## src/rtl/clks_pkg.sv

```systemverilog
// ----------------------------------------------------------------------------
// clks_pkg
// Types, constants and the pattern table for the control line stripper.
// ----------------------------------------------------------------------------
package clks_pkg;

    localparam int unsigned PAT_LEN = 6;
    localparam int unsigned CNT_W   = 3;

    localparam logic [7:0] CR_BYTE = 8'h0D;

    // One input word.
    typedef struct packed {
        logic [7:0] data_byte;
        logic       end_of_message;
    } t_in_word;

    // One result word.
    typedef struct packed {
        logic [7:0] out_byte;
        logic       byte_valid;
        logic       message_end;
        logic       run_last;
    } t_out_word;

    // Compact description of the results caused by one input word:
    // held_n pattern bytes, then the input byte if has_byte, and an empty
    // end marker when nothing else goes out at end of message.
    typedef struct packed {
        logic             vld;
        logic [CNT_W-1:0] held_n;
        logic             has_byte;
        logic             eom;
        logic [7:0]       data;
    } t_run;

    // 0x01 'I' 'N' 'T' 'L' ' '
    function automatic logic [7:0] pat_byte(input logic [CNT_W-1:0] idx);
        logic [7:0] b;
        unique case (idx)
            3'd0:    b = 8'h01;
            3'd1:    b = 8'h49;
            3'd2:    b = 8'h4E;
            3'd3:    b = 8'h54;
            3'd4:    b = 8'h4C;
            3'd5:    b = 8'h20;
            default: b = 8'h00;
        endcase
        return b;
    endfunction

endpackage

```

## src/rtl/clks_step.sv

```systemverilog
// ----------------------------------------------------------------------------
// clks_step
// Line state tracking. Turns each accepted input word into a run
// descriptor and holds it in a one-entry pending register.
// ----------------------------------------------------------------------------
module clks_step (
    input  logic              i_clk,
    input  logic              i_rst_n,
    input  logic              i_valid,
    output logic              o_stall,
    input  clks_pkg::t_in_word i_data,
    input  logic              i_take,
    output clks_pkg::t_run    o_run
);

    logic                         r_ls;
    logic                         r_drop;
    logic [clks_pkg::CNT_W-1:0]   r_held;
    clks_pkg::t_run               r_pend;

    logic                         n_ls;
    logic                         n_drop;
    logic [clks_pkg::CNT_W-1:0]   n_held;
    clks_pkg::t_run               n_run;

    logic accept;
    logic is_cr;
    logic match;

    assign o_stall = r_pend.vld && !i_take;
    assign accept  = i_valid && !o_stall;
    assign o_run   = r_pend;

    assign is_cr = (i_data.data_byte == clks_pkg::CR_BYTE);
    assign match = (i_data.data_byte == clks_pkg::pat_byte(r_held));

    always_comb begin
        n_ls           = r_ls;
        n_drop         = r_drop;
        n_held         = r_held;
        n_run.vld      = 1'b0;
        n_run.held_n   = '0;
        n_run.has_byte = 1'b0;
        n_run.eom      = i_data.end_of_message;
        n_run.data     = i_data.data_byte;

        if (r_drop) begin
            if (is_cr) begin
                n_run.has_byte = 1'b1;
                n_drop         = 1'b0;
                n_ls           = 1'b1;
            end
        end else if (r_ls) begin
            if (match) begin
                if (r_held == clks_pkg::CNT_W'(clks_pkg::PAT_LEN - 1)) begin
                    // pattern complete: drop the line
                    n_held = '0;
                    n_drop = 1'b1;
                    n_ls   = 1'b0;
                end else begin
                    n_held = r_held + 1'b1;
                end
            end else begin
                // flush the held prefix, then pass the byte
                n_run.held_n   = r_held;
                n_run.has_byte = 1'b1;
                n_held         = '0;
                n_ls           = is_cr;
            end
        end else begin
            n_run.has_byte = 1'b1;
            n_ls           = is_cr;
        end

        if (i_data.end_of_message) begin
            // only one of the two terms can be nonzero
            n_run.held_n = n_run.held_n + n_held;
            n_ls         = 1'b1;
            n_drop       = 1'b0;
            n_held       = '0;
        end

        n_run.vld = n_run.has_byte || (n_run.held_n != '0) || n_run.eom;
    end

    always_ff @(posedge i_clk) begin
        if (!i_rst_n) begin
            r_ls       <= 1'b1;
            r_drop     <= 1'b0;
            r_held     <= '0;
            r_pend.vld <= 1'b0;
        end else begin
            if (accept) begin
                r_ls   <= n_ls;
                r_drop <= n_drop;
                r_held <= n_held;
            end
            if (accept && n_run.vld) begin
                r_pend <= n_run;
            end else if (i_take) begin
                r_pend.vld <= 1'b0;
            end
        end
    end

`ifndef NO_ASSERTIONS
    a_held_range: assert property (@(posedge i_clk) disable iff (!i_rst_n)
        r_held < clks_pkg::CNT_W'(clks_pkg::PAT_LEN))
        else $error("held count out of range");

    a_drop_state: assert property (@(posedge i_clk) disable iff (!i_rst_n)
        r_drop |-> (!r_ls && r_held == '0))
        else $error("dropping line while at line start or holding");

    a_empty_run_eom: assert property (@(posedge i_clk) disable iff (!i_rst_n)
        (r_pend.vld && !r_pend.has_byte && r_pend.held_n == '0) |-> r_pend.eom)
        else $error("empty run pending without end of message");
`endif

endmodule

```

## src/rtl/clks_emit.sv

```systemverilog
// ----------------------------------------------------------------------------
// clks_emit
// Result sequencer. Loads one run descriptor and sends its result words
// one per cycle unless stalled: held pattern bytes, passed byte or end marker.
// ----------------------------------------------------------------------------
module clks_emit (
    input  logic                i_clk,
    input  logic                i_rst_n,
    input  clks_pkg::t_run      i_run,
    output logic                o_take,
    output logic                o_valid,
    input  logic                i_stall,
    output clks_pkg::t_out_word o_data
);

    clks_pkg::t_run               r_run;
    logic                         r_busy;
    logic [clks_pkg::CNT_W-1:0]   r_idx;

    logic [clks_pkg::CNT_W-1:0]   cnt;
    logic [clks_pkg::CNT_W-1:0]   last_idx;
    logic                         last;
    logic                         out_acc;

    assign cnt      = r_run.held_n + clks_pkg::CNT_W'(r_run.has_byte);
    assign last_idx = (cnt == '0) ? '0 : cnt - 1'b1;
    assign last     = (r_idx == last_idx);

    assign o_valid  = r_busy;
    assign out_acc  = r_busy && !i_stall;
    assign o_take   = i_run.vld && (!r_busy || (out_acc && last));

    always_comb begin
        o_data.run_last    = last;
        o_data.message_end = r_run.eom && last;
        if (r_idx < r_run.held_n) begin
            o_data.out_byte   = clks_pkg::pat_byte(r_idx);
            o_data.byte_valid = 1'b1;
        end else if (r_run.has_byte) begin
            o_data.out_byte   = r_run.data;
            o_data.byte_valid = 1'b1;
        end else begin
            o_data.out_byte   = 8'h00;
            o_data.byte_valid = 1'b0;
        end
    end

    always_ff @(posedge i_clk) begin
        if (!i_rst_n) begin
            r_busy <= 1'b0;
            r_idx  <= '0;
        end else if (o_take) begin
            r_run  <= i_run;
            r_idx  <= '0;
            r_busy <= 1'b1;
        end else if (out_acc) begin
            // advance within the run, or go idle after its last word
            if (last) begin
                r_busy <= 1'b0;
            end else begin
                r_idx <= r_idx + 1'b1;
            end
        end
    end

`ifndef NO_ASSERTIONS
    a_idx_range: assert property (@(posedge i_clk) disable iff (!i_rst_n)
        r_busy |-> (r_idx <= last_idx))
        else $error("result index past end of run");

    a_end_is_last: assert property (@(posedge i_clk) disable iff (!i_rst_n)
        (o_valid && o_data.message_end) |-> o_data.run_last)
        else $error("message end not on last word of run");

    a_empty_only_at_end: assert property (@(posedge i_clk) disable iff (!i_rst_n)
        (o_valid && !o_data.byte_valid) |-> o_data.message_end)
        else $error("empty word outside end of message");
`endif

endmodule

```

## src/rtl/control_line_kludge_stripper.sv

```systemverilog
// ----------------------------------------------------------------------------
// control_line_kludge_stripper
// Removes lines that start with 0x01 "INTL " from a message body byte
// stream, up to but not including the next carriage return.
//
//  channel  direction  handshake          payload
//  input    in         i_valid / o_stall  i_data (t_in_word)
//  output   out        o_valid / i_stall  o_data (t_out_word)
//
// One input word is taken per cycle while o_stall is low. Each word yields
// zero to six result words, sent one per cycle while i_stall is low by the
// result sequencer; a flush of held pattern bytes sets the burst length.
// A word's results pass the pending register, then the sequencer's run
// register. One run waits in the pending register, so one more word that
// yields results is taken while a result is stalled, and words that yield
// none flow until it is full. Reset is synchronous, active low. Input stalls
// only while a run is pending and the sequencer has not finished its run.
// ----------------------------------------------------------------------------
module control_line_kludge_stripper (
    input  logic                i_clk,
    input  logic                i_rst_n,
    input  logic                i_valid,
    output logic                o_stall,
    input  clks_pkg::t_in_word  i_data,
    output logic                o_valid,
    input  logic                i_stall,
    output clks_pkg::t_out_word o_data
);

    clks_pkg::t_run run;
    logic           take;

    clks_step u_step (
        .i_clk   (i_clk),
        .i_rst_n (i_rst_n),
        .i_valid (i_valid),
        .o_stall (o_stall),
        .i_data  (i_data),
        .i_take  (take),
        .o_run   (run)
    );

    clks_emit u_emit (
        .i_clk   (i_clk),
        .i_rst_n (i_rst_n),
        .i_run   (run),
        .o_take  (take),
        .o_valid (o_valid),
        .i_stall (i_stall),
        .o_data  (o_data)
    );

endmodule
```

## config.mk

```make
export PLATFORM = sky130hd
export DESIGN_NAME = control_line_kludge_stripper
export DESIGN_NICKNAME = d
export VERILOG_FILES = /design/src/rtl/clks_pkg.sv /design/src/rtl/clks_step.sv /design/src/rtl/clks_emit.sv /design/src/rtl/control_line_kludge_stripper.sv
export SDC_FILE = /design/constraint.sdc
export NUM_CORES = 1
export LEC_CHECK = 0
export BUFFER_PORTS_ARGS = -buffer_cell sky130_fd_sc_hd__buf_2
export CORE_AREA = 2 2 76 78
export CTS_BUF_LIST = sky130_fd_sc_hd__clkbuf_4 sky130_fd_sc_hd__clkbuf_8
export DETAILED_ROUTE_END_ITERATION = 16
export DIE_AREA = 0 0 78 80
export PLACE_DENSITY = 0.56
export SLEW_MARGIN = 10
export SYNTH_ARGS = -nofsm -noshare
export SYNTH_HDL_FRONTEND = slang
export SYNTH_SLANG_ARGS = --single-unit
```

## constraint.sdc

```tcl
create_clock -name i_clk -period 4.3 [get_ports i_clk]
set_input_delay 0.86 -clock i_clk [delete_from_list [all_inputs] [get_ports i_clk]]
set_output_delay 0.86 -clock i_clk [all_outputs]
set_load 0.02 [all_outputs]
```

-- Word-level counts from Yosys, hierarchy flattened
Index checks and enable logic that the tools add are counted.
- register bits after elaboration: 36
- latch bits: 0
- bits in writable memories: 0
- bits in read-only memories: 0
- input bits: 13
- output and inout port bits: 13
- word-level logic and storage cells: 97
- memories kept: 0
- $add $sub $neg: 5
- multiply operators: 0
- divide/modulo/power cells: 0
- order comparisons: 1
- eq/ne operators: 14
- shifts and indexed selects: 0
- muxes and demuxes: 34
- bitwise gates (word level): 2
- reduce and logical (&&, ||, !) cells: 27
- operators by type and width (cell ; number):
    one-hot mux 7 bit (6 select lines) ; 2
    two-way mux 3 bit ; 9
    two-way mux 1 bit ; 20
    two-way mux 9 bit ; 2
    equality test 3 x 2 -> 1 bit, second input constant ; 4
    equality test 3 bit, second input constant ; 4
    AND reduction 2 bit ; 5
    zero test 3 bit ; 3
    equality test 8 x 4 -> 1 bit, second input constant ; 1
    equality test 8 x 7 -> 1 bit ; 1
    logical AND 1 bit ; 7
    adder 3 x 1 -> 3 bit, second input constant ; 2
    equality test 3 x 1 -> 1 bit, second input constant ; 2
    nonzero test 2 bit ; 3
    zero test 1 bit ; 4
    two-way mux 4 bit ; 1
    adder 3 x 1 -> 3 bit ; 1
    adder 3 bit ; 1
    equality test 3 bit ; 1
    logical OR 1 bit ; 3
    less-than comparator 3 bit ; 1
    != test 3 bit, second input constant ; 1
    nonzero test 3 bit ; 1
    subtractor 3 x 1 -> 3 bit, second input constant ; 1
    other kinds (2) ; 3

-- Depth between registers and ports, before layout
- depth after elaboration: 13
- depth in mapped cells: 14
- mapped depth without buffers: 13

-- Hierarchy
A second synthesis with hierarchy kept.
- cell total of the unflattened synthesis: 216
- area, all modules: 2249.7 um^2
- modules (own cells, without submodules) (module ; times used ; cells each ; area an instance (um^2) ; sequential area each (um^2)):
    clks_step ; 1 ; 114 ; 1186.1 ; 510.5
    clks_emit ; 1 ; 102 ; 1063.5 ; 470.5

-- Worst setup path before layout
Ideal clock, no wire load.
- kind: input port to flip-flop
- start point: input port i_data[1] (netlist name)
- end point: register u_step.r_pend, in the netlist u_step.o_run[12], data pin
- library setup time: 256 ps
- arrival: 2920 ps
- data required time: 4044 ps
- path slack: 1123 ps
- cell stages on the path: 10
- buffers on the path: 0
- cells stage by stage: o21a_1 > nor4_4 > o2111ai_2 > nor3_1 > nor3_1 > ha_1 > fa_1 > xnor2_1 > mux2i_1 > a22o_1
- RTL lines (element ; RTL line ; RTL):
    start: declaration ; control_line_kludge_stripper.sv:24 ; input clks_pkg::t_in_word i_data,
    end signal: assignment ; clks_step.sv:99 ; r_pend <= n_run;
    end: declaration ; clks_step.sv:19 ; clks_pkg::t_run r_pend;

-- Worst setup path in the final report
- start point: register u_emit.r_run[9] (netlist name)
- end point: output port o_stall
- word-level cells in the longest chain between the ends: 9
- elaborated cells between the ends (all ways): 10
- classes of those cells: 2 x add/sub; 1 x eq/ne; 1 x mux; 6 x reduce/logical
- ends and longest elaborated chain (element ; RTL line ; RTL):
    start: declaration ; clks_emit.sv:16 ; clks_pkg::t_run r_run;
    start signal: assignment ; clks_emit.sv:53 ; r_run <= i_run;
    adder 3 x 1 -> 3 bit * ; clks_emit.sv:25 ; assign cnt = r_run.held_n + clks_pkg::CNT_W'(r_run.has_byte);
    subtractor 3 x 1 -> 3 bit / zero test 3 bit (equally long branches) ; clks_emit.sv:26 ; assign last_idx = (cnt == '0) ? '0 : cnt - 1'b1;
    two-way mux 3 bit * ; clks_emit.sv:26 ;
    equality test 3 bit * ; clks_emit.sv:27 ; assign last = (r_idx == last_idx);
    logical AND 1 bit * ; clks_emit.sv:31 ; assign o_take = i_run.vld && (!r_busy || (out_acc && last));
    logical OR 1 bit * ; clks_emit.sv:31 ;
    logical AND 1 bit * ; clks_emit.sv:31 ;
    zero test 1 bit * ; clks_step.sv:30 ; assign o_stall = r_pend.vld && !i_take;
    logical AND 1 bit * ; clks_step.sv:30 ;
    end: declaration ; control_line_kludge_stripper.sv:23 ; output logic o_stall,
Mark *: on every way between the ends. The rest lies on a longest branch, timed or not.

==> flow_summary_export.csv <==
group,metric,value,unit
global_routing,antenna_found_initial,0,
worst_setup_path,r2r_setup_slack,630,ps
pwr,p_per_area,303,nW/um^2
sta,finalSetupViolations,0,
worst_setup_path,reg2reg_depth,9,
global_routing,grt_pass1_wl,6.24,mm
cts,root_buffer,"clkbuf_8",
floorplanning,die-area,6240,sq um
pwr,leakagePower,0.958,nW
sta,finalCritPeriodShare,87.9,%
placed_design,dp_slack,629,ps
yosys,synth_top_flop_cell,"edfxtp_1",
detailed_routing,firstDrtPassIters,4,
sta,worst_pin_slew,550,ps
floorplanning,io_pins,26,
flow_run,cap_violations,0,
worst_setup_path,worst_r2r_startpoint,"u_emit.r_run[9]",
detailed_routing,routedWlPerCell,12.6,um
yosys,syn_nets,228,
run_status,status,"completed",
placed_design,dp_hpwl,2.83,mm
yosys,synth_area,2120,sq um
detailed_routing,drc_errors,0,
floorplanning,core_area,5410,sq um
detailed_routing,drt-total-wl,3.72,mm
finish,area_delta_synth_final,12.5,%
finish,nets,250,
cts,cts_buffer_depth,2,
global_routing,grt_use_total,12.8,%
worst_setup_path,startpoint_type,"register",
detailed_routing,ant_nets,0,
cts,clkSinkCount,36,
detailed_routing,vias,1443,
cts,htreeDepth,2,
pwr,ir_drop,0.125,mV
sta,slew_headroom,63.1,%
yosys,ys_seq_area_share,46.3,%
placed_design,io_buffer_count,25,
yosys,synth-edff-count,26,
worst_setup_path,worstSetupPathType,"reg2out",
worst_setup_path,arrival,2920,ps
worst_hold_path,hold_depth,0,
yosys,synth_async_sr_flop_share,0,%
sta,slew_violations,0,
finish,layout-drive-gt1-share,19.6,%
worst_hold_path,min_path_type,"reg2reg",
yosys,netlist_instances,201,
floorplanning,start_util,39.2,%
cts,cts_tree,"done",
global_routing,gr-total-overflow,0,
yosys,yosysWarnings,0,
worst_setup_path,timing.rr.end,"u_step.o_run[4]",
sta,setup_ws,522,ps
yosys,avgSynthCellArea,10.5,sq um
worst_setup_path,worstPathMaxFanout,10,
global_routing,grt_start_max_net_pins,17,
cts,cts_setup_buffers,0,
sta,tns,0,ps
yosys,synth-seq-cells,36,
detailed_routing,drt_iter0_drc,79,
detailed_routing,vias_per_cell,4.88,
worst_setup_path,crit_slowest_cell,"edfxtp_1",
worst_setup_path,end_kind,"primary output",
sta,skew,7.72,ps
cts,clk_latency,280,ps
worst_setup_path,crit_top_cell,"ha_1",
sta,max_freq,265,MHz
global_routing,grt_pass1_vias,1328,
sta,finalCriticalPeriod,3780,ps
sta,finalHoldViolCount,0,
finish,mostFrequentLayoutCells,"edfxtp_1, buf_2, inv_1, ha_1",
finish,n_antenna_cell,0,
cts,cts-hold-fix-buffers,0,
sta,rsz0062_at_grt,"no",
cts,ctsResizeCount,0,
floorplanning,chipHeight,80,um
finish,fill_cells,520,
worst_setup_path,required,3440,ps
yosys,synth_cell_types,51,
worst_setup_path,crit_chain,"ha_1 > ha_1 > or2_2 > ha_1 > xnor2_1 > nand3_1 > o41ai_2 > inv_1 > buf_2",
worst_hold_path,min_to,"u_emit.r_run[3]",
worst_setup_path,critical_path.max_stage_delay,510,ps
floorplanning,dieWidth,78,um
floorplanning,rows,27,
placed_design,place_congestion,0.765,
cts,path_clk_slew,60,ps
worst_hold_path,holdCritStartpoint,"u_step.o_run[3]",
finish,final_common_cell,"edfxtp_1",
cts,cts_buffers,5,
==> cells in the mapped netlist (5+ instances only) <==
cell      instances  area share, %
nand3_1          12            2.8
o21ai_0          10            2.4
dfxtp_1          10            9.4
nand2b_1          7            2.1
xnor2_1           9            3.7
and2_1            5            1.5
nor2_1           12            2.1
nand2_1          11            1.9
inv_1            14            2.5
edfxtp_1         26             37
nor3_1            5            1.2
ha_1             13            7.7
==> worst max-delay path: cells and delay by family, from the launching register on <==
| family | cells | cell delay, ps |
|---|---|---|
| buffers and inverters | 2 | 270 |
| xor gates and xnor gates | 1 | 140 |
| DFF | 1 | 510 |
| and+or+nand+nor | 2 | 450 |
| adders and majority gates | 3 | 800 |
| AOI/OAI and AO/OA | 1 | 460 |
==> routing by layer <==
| metal | share of wire [%] | global-route usage (%) | up-vias |
|---|---|---|---|
| met5 | 0 | 0 | - |
| met3 | 2.2 | 4.07 | 2 |
| li1 | - | - | 766 |
| met2 | 52 | 22.8 | 15 |
| met4 | 0.62 | 4.21 | 0 |
| met1 | 45 | 14.6 | 660 |
==> how the worst max path moves through the flow <==
stage / from / end / slack (ps) / cells past startpoint
6_report: u_emit.r_run[9] / o_stall / 520 / 9
5_1_grt: u_emit.r_run[9] / u_step.o_run[1] / 240 / 9
4_1_cts: u_emit.r_run[9] / o_stall / 490 / 9
3_5_place_dp: u_emit.r_run[9] / u_step.o_run[4] / 630 / 9
3_3_place_gp: u_emit.r_run[9] / u_step.o_run[4] / 690 / 9
2_1_floorplan: i_data[1] / u_step.o_run[12] / 1120 / 10
==> cell type report <==
cell class | instances | area [sq um] | area share [%]
Inverter | 14 | 52.6 | 2.20
Tap cell | 72 | 90.1 | 3.78
Multi-Input combinational cell | 140 | 1020 | 43.0
Sequential cell | 36 | 981 | 41.1
Timing Repair Buffer | 26 | 133 | 5.56
Clock buffer | 8 | 104 | 4.35
==> power breakdown <==
group	internal [W]	switching [W]	leakage (nW)
logic	0.0000269	0.0000463	0.581
clock network	0.000152	0.000107	0.0549
registers	0.000384	0.00000600	0.321
total	0.000563	0.000160	0.958
==> cells by family (layout without fill, tap and decap cells) <==
logic type / after synthesis / count (layout) / synth area share [%]
AOI/OAI and AO/OA: 37 / 37 / 13.2
xor gates and xnor gates: 11 / 11 / 4.55
adders and majority gates: 14 / 14 / 8.62
buffers and inverters: 25 / 48 / 5.37
and+or+nand+nor: 75 / 75 / 20.5
DFF: 36 / 36 / 46.3
muxes: 3 / 3 / 1.48
==> state kept, by name, summed over array words and instances, names as in the netlist <==
| signal | flops |
|---|---|
| u_step.r_drop | 1 |
| u_emit.o_valid | 1 |
| u_step.o_run | 14 |
| u_emit.r_run | 13 |
| u_emit.r_idx | 3 |
| u_step.r_held | 3 |
| u_step.r_ls | 1 |
==> metrics by stage <==
step           total power [W]  instances  hold WS (ps)  utilization, %  cell area, sq um
2_1_floorplan         0.000448        201           400               -              2120
5_1_grt               0.000759        296           420            44.1              2380
6_report              0.000723        296           415            44.1              2380
4_1_cts               0.000731        296           414            44.1              2380
3_3_place_gp          0.000471        288           401            42.2              2280
3_5_place_dp          0.000471        288           405            42.2              2280
(Power assumes the default switching activity.)
